## src/design/pse_pkg.sv

```systemverilog
`timescale 1ns / 1ps

package pse_pkg;

   localparam int WORD_W = 32;
   localparam int OP_W   = 5;

   typedef logic [OP_W-1:0]   opcode_type;
   typedef logic [WORD_W-1:0] word_type;

   localparam opcode_type OP_PUSH   = 5'd0;
   localparam opcode_type OP_NEG    = 5'd1;
   localparam opcode_type OP_PLUS   = 5'd2;
   localparam opcode_type OP_BITNOT = 5'd3;
   localparam opcode_type OP_LOGNOT = 5'd4;
   localparam opcode_type OP_MUL    = 5'd5;
   localparam opcode_type OP_DIV    = 5'd6;
   localparam opcode_type OP_MOD    = 5'd7;
   localparam opcode_type OP_ADD    = 5'd8;
   localparam opcode_type OP_SUB    = 5'd9;
   localparam opcode_type OP_AND    = 5'd10;
   localparam opcode_type OP_XOR    = 5'd11;
   localparam opcode_type OP_OR     = 5'd12;
   localparam opcode_type OP_SHL    = 5'd13;
   localparam opcode_type OP_SHR    = 5'd14;
   localparam opcode_type OP_LOR    = 5'd15;
   localparam opcode_type OP_LAND   = 5'd16;

   typedef enum logic [2:0] {
      STATUS_OK    = 3'd0,
      STATUS_COUNT = 3'd1,
      STATUS_UNDER = 3'd2,
      STATUS_OVER  = 3'd3,
      STATUS_DIVZ  = 3'd4
   } status_type;

   typedef enum logic [1:0] {
      CELL_HOLD,
      CELL_PUSH,
      CELL_POP,
      CELL_LOAD
   } cell_cmd_type;

   typedef enum logic [1:0] {
      ST_IDLE,
      ST_EXEC,
      ST_DIV,
      ST_EMIT
   } state_type;

   typedef struct packed {
      word_type quotient;
      word_type remainder;
   } div_result_type;

endpackage

```

## src/design/pse_cell.sv

```systemverilog
`timescale 1ns / 1ps

module pse_cell (
   input  logic                  clock,
   input  pse_pkg::cell_cmd_type cmd,
   input  pse_pkg::word_type     d_prev,
   input  pse_pkg::word_type     d_next,
   input  pse_pkg::word_type     d_load,
   output pse_pkg::word_type     q
);
   import pse_pkg::*;

   word_type data_ff;
   word_type data_in;

   always_comb begin
      case (cmd)
         CELL_PUSH: data_in = d_prev;
         CELL_POP:  data_in = d_next;
         CELL_LOAD: data_in = d_load;
         default:   data_in = data_ff;
      endcase
   end

   always_ff @(posedge clock) begin
      data_ff <= data_in;
   end

   assign q = data_ff;

endmodule

```

## src/design/pse_alu.sv

```systemverilog
`timescale 1ns / 1ps

module pse_alu (
   input  pse_pkg::opcode_type op,
   input  pse_pkg::word_type   top,
   input  pse_pkg::word_type   second,
   output pse_pkg::word_type   result
);
   import pse_pkg::*;

   word_type   x;
   word_type   y;
   logic [4:0] sh;

   assign x  = second;
   assign y  = top;
   assign sh = top[4:0];

   always_comb begin
      case (op)
         OP_NEG:    result = word_type'(0) - top;
         OP_PLUS:   result = top;
         OP_BITNOT: result = ~top;
         OP_LOGNOT: result = word_type'(top == '0);
         OP_MUL:    result = x * y;
         OP_ADD:    result = x + y;
         OP_SUB:    result = x - y;
         OP_AND:    result = x & y;
         OP_XOR:    result = x ^ y;
         OP_OR:     result = x | y;
         OP_SHL:    result = x << sh;
         OP_SHR:    result = word_type'($signed(x) >>> sh);
         OP_LOR:    result = word_type'((x != '0) || (y != '0));
         OP_LAND:   result = word_type'((x != '0) && (y != '0));
         default:   result = top;
      endcase
   end

endmodule

```

## src/design/pse_div.sv

```systemverilog
`timescale 1ns / 1ps

module pse_div (
   input  logic                    clock,
   input  logic                    reset,
   input  logic                    start,
   input  pse_pkg::word_type       dividend,
   input  pse_pkg::word_type       divisor,
   output logic                    done,
   output pse_pkg::div_result_type result
);
   import pse_pkg::*;

   logic       busy_ff, busy_in;
   logic       done_ff, done_in;
   logic [4:0] step_ff, step_in;
   word_type   rem_ff, rem_in;
   word_type   quo_ff, quo_in;
   word_type   dvs_ff, dvs_in;
   logic       neg_q_ff, neg_q_in;
   logic       neg_r_ff, neg_r_in;

   logic [WORD_W:0] shifted;
   logic [WORD_W:0] diff;

   // restoring division, one quotient bit per cycle
   always_comb begin
      busy_in  = busy_ff;
      done_in  = 1'b0;
      step_in  = step_ff;
      rem_in   = rem_ff;
      quo_in   = quo_ff;
      dvs_in   = dvs_ff;
      neg_q_in = neg_q_ff;
      neg_r_in = neg_r_ff;
      shifted  = {rem_ff, quo_ff[WORD_W-1]};
      diff     = shifted - {1'b0, dvs_ff};
      if (start) begin
         busy_in  = 1'b1;
         step_in  = '0;
         rem_in   = '0;
         quo_in   = dividend[WORD_W-1] ? word_type'(0) - dividend : dividend;
         dvs_in   = divisor[WORD_W-1] ? word_type'(0) - divisor : divisor;
         neg_q_in = dividend[WORD_W-1] ^ divisor[WORD_W-1];
         neg_r_in = dividend[WORD_W-1];
      end else if (busy_ff) begin
         if (!diff[WORD_W]) begin
            rem_in = diff[WORD_W-1:0];
            quo_in = {quo_ff[WORD_W-2:0], 1'b1};
         end else begin
            rem_in = shifted[WORD_W-1:0];
            quo_in = {quo_ff[WORD_W-2:0], 1'b0};
         end
         step_in = step_ff + 5'd1;
         if (step_ff == 5'd31) begin
            busy_in = 1'b0;
            done_in = 1'b1;
         end
      end
   end

   always_ff @(posedge clock) begin
      if (reset) begin
         busy_ff <= 1'b0;
         done_ff <= 1'b0;
         step_ff <= '0;
      end else begin
         busy_ff <= busy_in;
         done_ff <= done_in;
         step_ff <= step_in;
      end
      rem_ff   <= rem_in;
      quo_ff   <= quo_in;
      dvs_ff   <= dvs_in;
      neg_q_ff <= neg_q_in;
      neg_r_ff <= neg_r_in;
   end

   assign done             = done_ff;
   assign result.quotient  = neg_q_ff ? word_type'(0) - quo_ff : quo_ff;
   assign result.remainder = neg_r_ff ? word_type'(0) - rem_ff : rem_ff;

endmodule

```

## src/design/postfix_stack_evaluator_top.sv

```systemverilog
`timescale 1ns / 1ps

// Postfix evaluator over a row of stack cells; the top of stack sits in cell 0. A push
// shifts every cell by one place; a binary op loads cell 0 and shifts the rest up one place.
// A token beat is accepted in ST_IDLE, then executed in ST_EXEC; div and mod wait in
// ST_DIV for the bit-serial divider, which produces one quotient bit per cycle. A last
// token then loads the result beat in ST_EMIT, held while a pending beat sees tready low.
// Stack and error clear after each result beat; no clearing pass after reset.
module postfix_stack_evaluator_top #(
   parameter int STACK_DEPTH = 32
) (
   input  logic        clock,
   input  logic        reset,
   input  logic        req_tvalid,
   output logic        req_tready,
   input  logic [39:0] req_tdata,   // opcode[4:0], token_value[36:5], zero[39:37]
   input  logic        req_tlast,   // last_token
   output logic        rsp_tvalid,
   input  logic        rsp_tready,
   output logic [39:0] rsp_tdata    // value[31:0], status[34:32], zero[39:35]
);
   import pse_pkg::*;

   localparam int CNT_W = $clog2(STACK_DEPTH + 1);

   state_type      state_ff, state_in;
   logic [CNT_W-1:0] count_ff, count_in;
   status_type     err_ff, err_in;
   opcode_type     op_ff, op_in;
   word_type       value_ff, value_in;
   logic           last_ff, last_in;
   logic           rsp_valid_ff, rsp_valid_in;
   word_type       rsp_value_ff, rsp_value_in;
   status_type     rsp_status_ff, rsp_status_in;

   cell_cmd_type   cmd_top;
   cell_cmd_type   cmd_rest;
   word_type       load_value;
   word_type       alu_result;
   logic           div_start;
   logic           div_done;
   div_result_type div_result;
   logic           rsp_load;
   logic           req_fire;

   word_type       cell_q [STACK_DEPTH];

   for (genvar i = 0; i < STACK_DEPTH; i++) begin : g_cell
      word_type d_prev;
      word_type d_next;
      if (i == 0) begin : g_first
         assign d_prev = value_ff;
      end else begin : g_prev
         assign d_prev = cell_q[i-1];
      end
      if (i == STACK_DEPTH - 1) begin : g_last
         assign d_next = '0;
      end else begin : g_next
         assign d_next = cell_q[i+1];
      end
      pse_cell u_cell (
         .clock  (clock),
         .cmd    ((i == 0) ? cmd_top : cmd_rest),
         .d_prev (d_prev),
         .d_next (d_next),
         .d_load (load_value),
         .q      (cell_q[i])
      );
   end

   pse_alu u_alu (
      .op     (op_ff),
      .top    (cell_q[0]),
      .second (cell_q[1]),
      .result (alu_result)
   );

   pse_div u_div (
      .clock    (clock),
      .reset    (reset),
      .start    (div_start),
      .dividend (cell_q[1]),
      .divisor  (cell_q[0]),
      .done     (div_done),
      .result   (div_result)
   );

   assign req_tready = (state_ff == ST_IDLE);
   assign req_fire   = req_tvalid && req_tready;

   always_ff @(posedge clock) begin
      if (reset) begin
         state_ff     <= ST_IDLE;
         count_ff     <= '0;
         err_ff       <= STATUS_OK;
         rsp_valid_ff <= 1'b0;
      end else begin
         state_ff     <= state_in;
         count_ff     <= count_in;
         err_ff       <= err_in;
         rsp_valid_ff <= rsp_valid_in;
      end
      op_ff         <= op_in;
      value_ff      <= value_in;
      last_ff       <= last_in;
      rsp_value_ff  <= rsp_value_in;
      rsp_status_ff <= rsp_status_in;
   end

   always_comb begin
      state_in      = state_ff;
      count_in      = count_ff;
      err_in        = err_ff;
      op_in         = op_ff;
      value_in      = value_ff;
      last_in       = last_ff;
      rsp_valid_in  = rsp_valid_ff && !rsp_tready;
      rsp_value_in  = rsp_value_ff;
      rsp_status_in = rsp_status_ff;
      cmd_top       = CELL_HOLD;
      cmd_rest      = CELL_HOLD;
      load_value    = alu_result;
      div_start     = 1'b0;
      rsp_load      = 1'b0;

      case (state_ff)
         ST_IDLE: begin
            if (req_fire) begin
               op_in    = req_tdata[OP_W-1:0];
               value_in = req_tdata[OP_W+WORD_W-1:OP_W];
               last_in  = req_tlast;
               state_in = ST_EXEC;
            end
         end
         ST_EXEC: begin
            state_in = last_ff ? ST_EMIT : ST_IDLE;
            if (err_ff == STATUS_OK) begin
               if (op_ff == OP_PUSH) begin
                  if (count_ff == CNT_W'(STACK_DEPTH)) begin
                     err_in = STATUS_OVER;
                  end else begin
                     cmd_top  = CELL_PUSH;
                     cmd_rest = CELL_PUSH;
                     count_in = count_ff + CNT_W'(1);
                  end
               end else if (op_ff inside {[OP_NEG:OP_LOGNOT]}) begin
                  if (count_ff == '0) begin
                     err_in = STATUS_UNDER;
                  end else begin
                     cmd_top = CELL_LOAD;
                  end
               end else if (op_ff inside {[OP_MUL:OP_LAND]}) begin
                  if (count_ff < CNT_W'(2)) begin
                     err_in = STATUS_UNDER;
                  end else if (op_ff inside {OP_DIV, OP_MOD}) begin
                     if (cell_q[0] == '0) begin
                        err_in = STATUS_DIVZ;
                     end else begin
                        div_start = 1'b1;
                        state_in  = ST_DIV;
                     end
                  end else begin
                     cmd_top  = CELL_LOAD;
                     cmd_rest = CELL_POP;
                     count_in = count_ff - CNT_W'(1);
                  end
               end
            end
         end
         ST_DIV: begin
            if (div_done) begin
               load_value = (op_ff == OP_DIV) ? div_result.quotient : div_result.remainder;
               cmd_top    = CELL_LOAD;
               cmd_rest   = CELL_POP;
               count_in   = count_ff - CNT_W'(1);
               state_in   = last_ff ? ST_EMIT : ST_IDLE;
            end
         end
         ST_EMIT: begin
            if (!rsp_valid_ff || rsp_tready) begin
               rsp_load     = 1'b1;
               rsp_valid_in = 1'b1;
               if (err_ff != STATUS_OK) begin
                  rsp_status_in = err_ff;
                  rsp_value_in  = '0;
               end else if (count_ff != CNT_W'(1)) begin
                  rsp_status_in = STATUS_COUNT;
                  rsp_value_in  = '0;
               end else begin
                  rsp_status_in = STATUS_OK;
                  rsp_value_in  = cell_q[0];
               end
               count_in = '0;
               err_in   = STATUS_OK;
               state_in = ST_IDLE;
            end
         end
         default: state_in = ST_IDLE;
      endcase
   end

   assign rsp_tvalid = rsp_valid_ff;
   assign rsp_tdata  = {5'b0, rsp_status_ff, rsp_value_ff};

   a_count_bound: assert property (@(posedge clock) disable iff (reset)
      count_ff <= CNT_W'(STACK_DEPTH))
      else $error("stack count beyond depth");

   a_clear_after_emit: assert property (@(posedge clock) disable iff (reset)
      rsp_load |=> (count_ff == '0) && (err_ff == STATUS_OK) && rsp_tvalid)
      else $error("stack not cleared after result beat");

   a_div_done_state: assert property (@(posedge clock) disable iff (reset)
      div_done |-> (state_ff == ST_DIV))
      else $error("divider finished outside divide state");

   a_error_sticky: assert property (@(posedge clock) disable iff (reset)
      (err_ff != STATUS_OK) && !rsp_load |=> (err_ff == $past(err_ff)) &&
      (count_ff == $past(count_ff)))
      else $error("sticky error or stack changed");

endmodule

```

## config.mk

```make
export PLATFORM = sky130hd
export DESIGN_NAME = postfix_stack_evaluator_top
export DESIGN_NICKNAME = d
export VERILOG_FILES = /design/src/design/pse_pkg.sv /design/src/design/pse_cell.sv /design/src/design/pse_alu.sv /design/src/design/pse_div.sv /design/src/design/postfix_stack_evaluator_top.sv
export SDC_FILE = /design/constraint.sdc
export NUM_CORES = 2
export LEC_CHECK = 0
export CAP_MARGIN = 15
export CORE_UTILIZATION = 36
export CTS_BUF_LIST = sky130_fd_sc_hd__clkbuf_16
export CTS_CLUSTER_DIAMETER = 200
export CTS_CLUSTER_SIZE = 16
export DETAILED_ROUTE_END_ITERATION = 7
export DONT_BUFFER_PORTS = 1
export SLEW_MARGIN = 40
export SYNTH_ARGS = -nofsm -noshare
export SYNTH_HDL_FRONTEND = slang
export SYNTH_SLANG_ARGS = --single-unit
export TNS_END_PERCENT = 20
```

## constraint.sdc

```tcl
create_clock -name clock -period 33.6 [get_ports clock]
set_input_delay 3.36 -clock clock [delete_from_list [all_inputs] [get_ports clock]]
set_output_delay 3.36 -clock clock [all_outputs]
set_load 0.1 [all_outputs]
```

# == After elaboration in Yosys (flattened, before gate mapping) ==
# Index checks and enable logic that the tools add are counted.
# totals
register_bits,1214
elab_cells,257
# classes
add_sub_neg,10
multipliers,1
n_lt_le_gt_ge,5
n_eq_ne,41
shifts,2
muxes,111
bitwise,6
reduce_logical,31
# op_table
cell,count
32-bit case mux with 3 select lines,32
32-bit case mux with 13 select lines,1
32-bit two-way mux,9
"1-bit by 32-bit subtractor with 32-bit output, first input constant",4
32-bit nonzero test,2
6-bit two-way mux,9
2-bit two-way mux,26
"5-bit by 4-bit == test with 1-bit output, second input constant",8
3-bit two-way mux,11
33-bit by 32-bit subtractor with 33-bit output,1
32-bit adder,1
32-bit bitwise AND,1
32-bit logical NOT,1
32-bit by 32-bit multiplier with 32-bit output,1
32-bit inverter,1
32-bit bitwise OR,1
32-bit by 5-bit << shifter with 32-bit output,1
32-bit by 5-bit >>> shifter with 32-bit output,1
32-bit subtractor,1
32-bit XOR,1
31-bit two-way mux,1
"5-bit by 3-bit == test with 1-bit output, second input constant",4
"3-bit inequality test, second input constant",6
6-bit case mux with 3 select lines,1
40 further kinds,82

# == Depth between registers and ports, before layout ==
# logic_depth
word_depth,11
depth_mapped,35

# == Cells and area by module ==
# A second synthesis with hierarchy kept.
# hier_totals
hier_cells,8928
hier_area_um2,90061.4
# modules_own_cells
mod,n_inst,cells_per_inst,area_per_inst_um2,seq_area_each_um2
pse_cell,32,140,1672.9,960.9
pse_alu,1,3079,23875.4,0.0
pse_div,1,970,8200.4,2762.6
postfix_stack_evaluator_top,1,399,4454.3,2432.3

# == Worst setup path after synthesis ==
# Ideal clock, no wire load.
# synth_timing
kind,reg-to-reg
startpoint,reg count_ff[2]
endpoint,"reg g_cell[10].u_cell.data_ff[0], enable pin"
setup_ns,6.850
arrival_ns,18.424
required_time_ns,26.750
path_slack_ns,8.326
path_stages_with_launch,12
synth_period_minus_slack_ns,25.274
path_cell_list,dfxtp_1 clkbuf_1 nor4_1 and2_0 or3_1 nor2_1 o21ai_1 buf_2 buf_2 buf_2 buf_2 nand2_1
# synth_between
elab_chain_len,9
word_cells_on_any_way,13
cone_classes,order compare: 1; eq/ne: 4; mux: 7; reduce/logical: 1
# synth_lines
item,line_no,rtl
from (decl),postfix_stack_evaluator_top.sv:27,"logic [CNT_W-1:0] count_ff, count_in;"
from (signal assigned),postfix_stack_evaluator_top.sv:99,count_ff <= count_in;
6-bit by 2-bit < comparator with 1-bit output,postfix_stack_evaluator_top.sv:153,if (count_ff < CNT_W'(2)) begin
2-bit two-way mux,postfix_stack_evaluator_top.sv:153,
2-bit two-way mux,postfix_stack_evaluator_top.sv:152,end else if (op_ff inside {[OP_MUL:OP_LAND]}) begin
2-bit two-way mux,postfix_stack_evaluator_top.sv:146,end else if (op_ff inside {[OP_NEG:OP_LOGNOT]}) begin
2-bit two-way mux (*),postfix_stack_evaluator_top.sv:138,if (op_ff == OP_PUSH) begin
2-bit two-way mux (*),postfix_stack_evaluator_top.sv:137,if (err_ff == STATUS_OK) begin
2-bit case mux with 2 select lines (*),postfix_stack_evaluator_top.sv:126,case (state_ff)
2-bit by 1-bit == test with 1-bit output or 2-bit == test (tied branches),pse_cell.sv:17,case (cmd)
3-bit nonzero test (no source line) (*),-,
to (signal assigned),pse_cell.sv:26,data_ff <= data_in;
to (decl),pse_cell.sv:13,word_type data_ff;
# Mark *: on every way between the ends. The rest lies on a longest branch, timed or not.
# A chain may end at the register's enable or synchronous reset.

# == Final worst setup path ==
# layout_timing
startpoint,reg g_cell[1].u_cell.data_ff[14]
endpoint,reg g_cell[0].u_cell.data_ff[25] (data pin)
# layout_between
elab_chain_len,5
word_cells_on_any_way,9
cone_classes,add/sub: 2; mul: 1; shift: 2; mux: 4
# layout_lines
item,line_no,rtl
from (decl),pse_cell.sv:13,
from (signal assigned),pse_cell.sv:26,
32-bit by 32-bit multiplier with 32-bit output (tied with other cells),pse_alu.sv:25,OP_MUL: result = x * y;
32-bit case mux with 13 select lines (*),pse_alu.sv:20,case (op)
32-bit two-way mux,postfix_stack_evaluator_top.sv:171,if (div_done) begin
32-bit two-way mux (*),postfix_stack_evaluator_top.sv:126,
32-bit case mux with 3 select lines (*),pse_cell.sv:17,
net g_cell[0].u_cell.data_in[25],pse_cell.sv:14,word_type data_in;
to (signal assigned),pse_cell.sv:26,
to (decl),pse_cell.sv:13,
# Mark *: on every way through the listed nets, which the timed path passes. The rest lies on a longest branch.

==> summary.md <==
| Metric | Value |
|---|---|
| Num rows | `175` |
| Sequential Area | `35,900 um^2` |
| Skew-Pair Late Insertion Delay | `0.78 ns` |
| Slew @ Worst Pin | `1.02 ns` |
| Htree depth | `3` |
| Global-route wire length before repair | `416,000 um` |
| Post-synth cell types | `99` |
| Fillers | `22,400` |
| Port bufs | `0` |
| Fin crit period | `10.21 ns` |
| Sequential share of the synthesized area | `43.5%` |
| Drc violations | `0` |
| Max Transition Viols Final | `0` |
| Drt via density | `5.91` |
| Cts bufs inserted | `85` |
| Final Setup Violations | `0` |
| Worst min-delay path category | `register to register` |
| Starting Density | `36.3%` |
| Finished Core Util | `38.9%` |
| Fin. Hold Viols | `0` |
| Asr flop ratio synth | `0%` |
| Sequential Power Share | `30.0%` |
| Worst-case clock skew | `0.0575 ns` |
| HPWL Detailed | `185,000 um` |
| Vias in the first global route | `63,700` |
| Status | `finished, final reports clean` |
| Critical Path Sink Type | `register` |
| WP data arrival | `10.69 ns` |
| Internal power | `3.39 mW` |
| Cells after synthesis | `8,767` |
| # Post-CTS Setup Buffers | `0` |
| Core footprint | `228,000 um^2` |
| Share of cells above drive strength 1 | `6.08%` |
| CP Data Required Time | `34.08 ns` |
| Logic pwr share | `53.4%` |
| Post-Syn Area | `82,700 um^2` |
| Fin nets | `9,081` |
| Max Clk Rate | `98.0 MHz` |
| Final Power | `6.07 mW` |
| Initial antenna violation count | `21` |
| Post-CTS Hold Buffers | `0` |
| Tcrit/Tclk final | `30.4%` |
| Clock power frac | `16.6%` |
| Crit Path Class | `register to register` |
| Psw | `2.68 mW` |
| Die Wd | `481 um` |
| CP max FO | `20` |
| DR vias | `67,500` |
| Post-route ant nets | `0` |
| Most common cell after layout, fill and taps aside | `nand2_1` |
| RSZ-0062 raised after global routing | `no` |
| Post-cts resize count | `0` |
| VDD IR max | `0.000279 V` |
| Placed Area | `85,800 um^2` |
| Area Growth Syn to Fin | `7.12%` |
| Die Ht | `481 um` |
| Gr ovfl total | `0` |
| Power Dens Cells | `68.6 nW/um^2` |
| Clock Sinks | `1,214` |
| Synth Register Bits | `1,214` |
| Most frequent cells in the layout | `1,299 x nand2_1, 1,163 x edfxtp_1, 868 x nand3_1` |
| Net Sw Frac | `44.2%` |
| MaxCap Viol Count | `0` |
| Mean Syn Cell Area | `9.43 um^2` |
| IO Pins | `87` |
| Detailed-router iteration count before antenna repair | `7` |
| Pleak | `34.3 nW` |
| Post-route cell area | `88,600 um^2` |
| Post-synth EDFFs | `1,163` |
| RD Place Congestion | `1.05` |
| Rel. slew slack | `30.5%` |
| Kind of start point of the critical path | `register` |
| TNS Setup | `0 ns` |
| Largest net degree at the start of global routing | `172` |
| Detailed Route WL | `281,000 um` |
| Clk pin slew, worst setup/hold paths | `0.08 ns` |
| Clock root buffer | `clkbuf_16` |
| CTS tree | `yes` |
| Multi-input logic area | `42,000 um^2` |
| Die area | `232,000 um^2` |
| Clk buf depth | `3` |
| WHS | `0.513 ns` |
| Synth Flop Type | `edfxtp_1` |
| Warnings from Yosys | `0` |
| Avg WL per Cell | `24.6 um` |
| Total GRT Usage | `23.8%` |
| Starting DRT DRC Count | `8,461` |
through the flow:
stage / instances / setup slack [ns]
floorplan: 8771 / 8.33
global placement: 11200 / 23.59
detailed placement: 11300 / 23.90
CTS: 11400 / 23.83
global route: 11400 / 23.31
finish: 11400 / 23.39
final timing paths:
path / startpoint / endpoint / slack [ns] / cells past startpoint
setup / recovery: g_cell[1].u_cell.q[14] / g_cell[0].u_cell.q[25] / 23.39 / 26
hold / removal: err_ff[2] / rsp_status_ff[2] / 0.51 / 0
setup reg to reg: g_cell[1].u_cell.q[14] / g_cell[0].u_cell.q[25] / 23.39 / 26
hold reg to reg: err_ff[2] / rsp_status_ff[2] / 0.51 / 0
power by group through the flow:
stage | registers [mW] | clock network, mW | logic, mW
after floorplan | 1.89 | 0 | 2.10
final | 1.82 | 1.01 | 3.25
after global placement | 1.85 | 0 | 3.05
after global routing | 1.83 | 1.09 | 3.45
after CTS | 1.82 | 1.04 | 3.10
after detailed placement | 1.85 | 0 | 3.08
state kept, by name, indices dropped and copies added, names as in the netlist, 2 cells and up:
| name | count |
|---|---|
| g_cell.u_cell.q | 1024 |
| g_cell.d_prev | 32 |
| rsp_value_ff | 32 |
| u_div.dvs_ff | 32 |
| u_div.quo_ff | 32 |
| u_div.rem_ff | 32 |
| count_ff | 6 |
| op_ff | 5 |
| u_div.step_ff | 5 |
| err_ff | 3 |
| rsp_status_ff | 3 |
| state_ff | 2 |
cell usage after synthesis, types with 19 or more instances:
master,number,share of area (%)
ha_1,265,4.0
buf_1,79,0.36
nand4_1,29,0.22
o31ai_1,43,0.39
fa_1,410,9.9
mux2i_1,58,0.70
mux4_2,61,1.7
o22ai_1,37,0.28
clkinv_1,20,0.091
and3_1,25,0.19
clkbuf_1,473,2.1
dfxtp_1,51,1.2
o21ai_0,640,3.9
nor3_1,262,1.6
nand2_1,1304,5.9
a21oi_1,534,3.2
xnor2_1,224,2.4
o21ai_1,42,0.25
nor2b_1,22,0.17
nor2_1,754,3.4
a21o_1,38,0.35
xor2_1,74,0.78
nand3_1,869,5.3
and2_1,48,0.36
o21a_1,19,0.17
or3_1,22,0.17
nand2b_1,27,0.20
o211ai_1,55,0.50
a211oi_1,72,0.65
buf_2,143,0.87
a31oi_1,54,0.41
o221ai_1,19,0.20
buf_4,26,0.24
inv_1,483,2.2
edfxtp_1,1163,42
a221oi_1,21,0.22
worst max-delay path, cell delays in order, from the launching register on:
cell and delay (ns):
edfxtp_1 0.33, buf_4 0.50, clkinv_1 0.93, nor2_1 0.35
fa_1 0.46, inv_1 0.08, fa_1 0.43, fa_1 0.51
fa_1 0.55, inv_1 0.05, fa_1 0.51, inv_1 0.06
fa_1 0.54, inv_1 0.05, fa_1 0.49, fa_1 0.42
ha_1 0.37, a21oi_1 0.16, o21ai_0 0.12, o21bai_1 0.19
a311oi_1 0.26, o21ai_0 0.36, xor2_1 0.29, a211oi_1 0.78
a211oi_1 0.22, a211oi_2 0.73, o21ai_0 0.18
cell type report:
type,instances,area share (%)
timing repair buffer,236,2.82
antenna,14,0.0396
tap,3009,4.25
clock buffer,85,2.40
multi-input combinational,6314,47.4
inverter,510,2.16
clock inverter,34,0.317
sequential,1214,40.6
cell families (layout without fill, tap and decap cells):
kind of cell	after synthesis	count (layout)	share of synthesized area, %
AND/OR/NAND/NOR	3459	3459	18.4
AO/OA/AOI/OAI	1741	1741	12.3
buffers and inverters	1243	865	6.06
flip-flops	1214	1214	43.5
adder cells (fa/ha/maj)	675	675	13.9
XOR/XNOR	298	298	3.16
multiplexers	136	136	2.60
other	1	19	0.00454
metal layers:
| layer | up-vias | share of wire, % | GRT usage [%] |
|---|---|---|---|
| li1 | 29800 | - | - |
| met1 | 33500 | 41 | 32.2 |
| met2 | 3314 | 42 | 34.6 |
| met3 | 813 | 10 | 6.02 |
| met4 | 22 | 6.2 | 12.9 |
| met5 | - | 0.047 | 0 |
(Power assumes the default switching activity.)
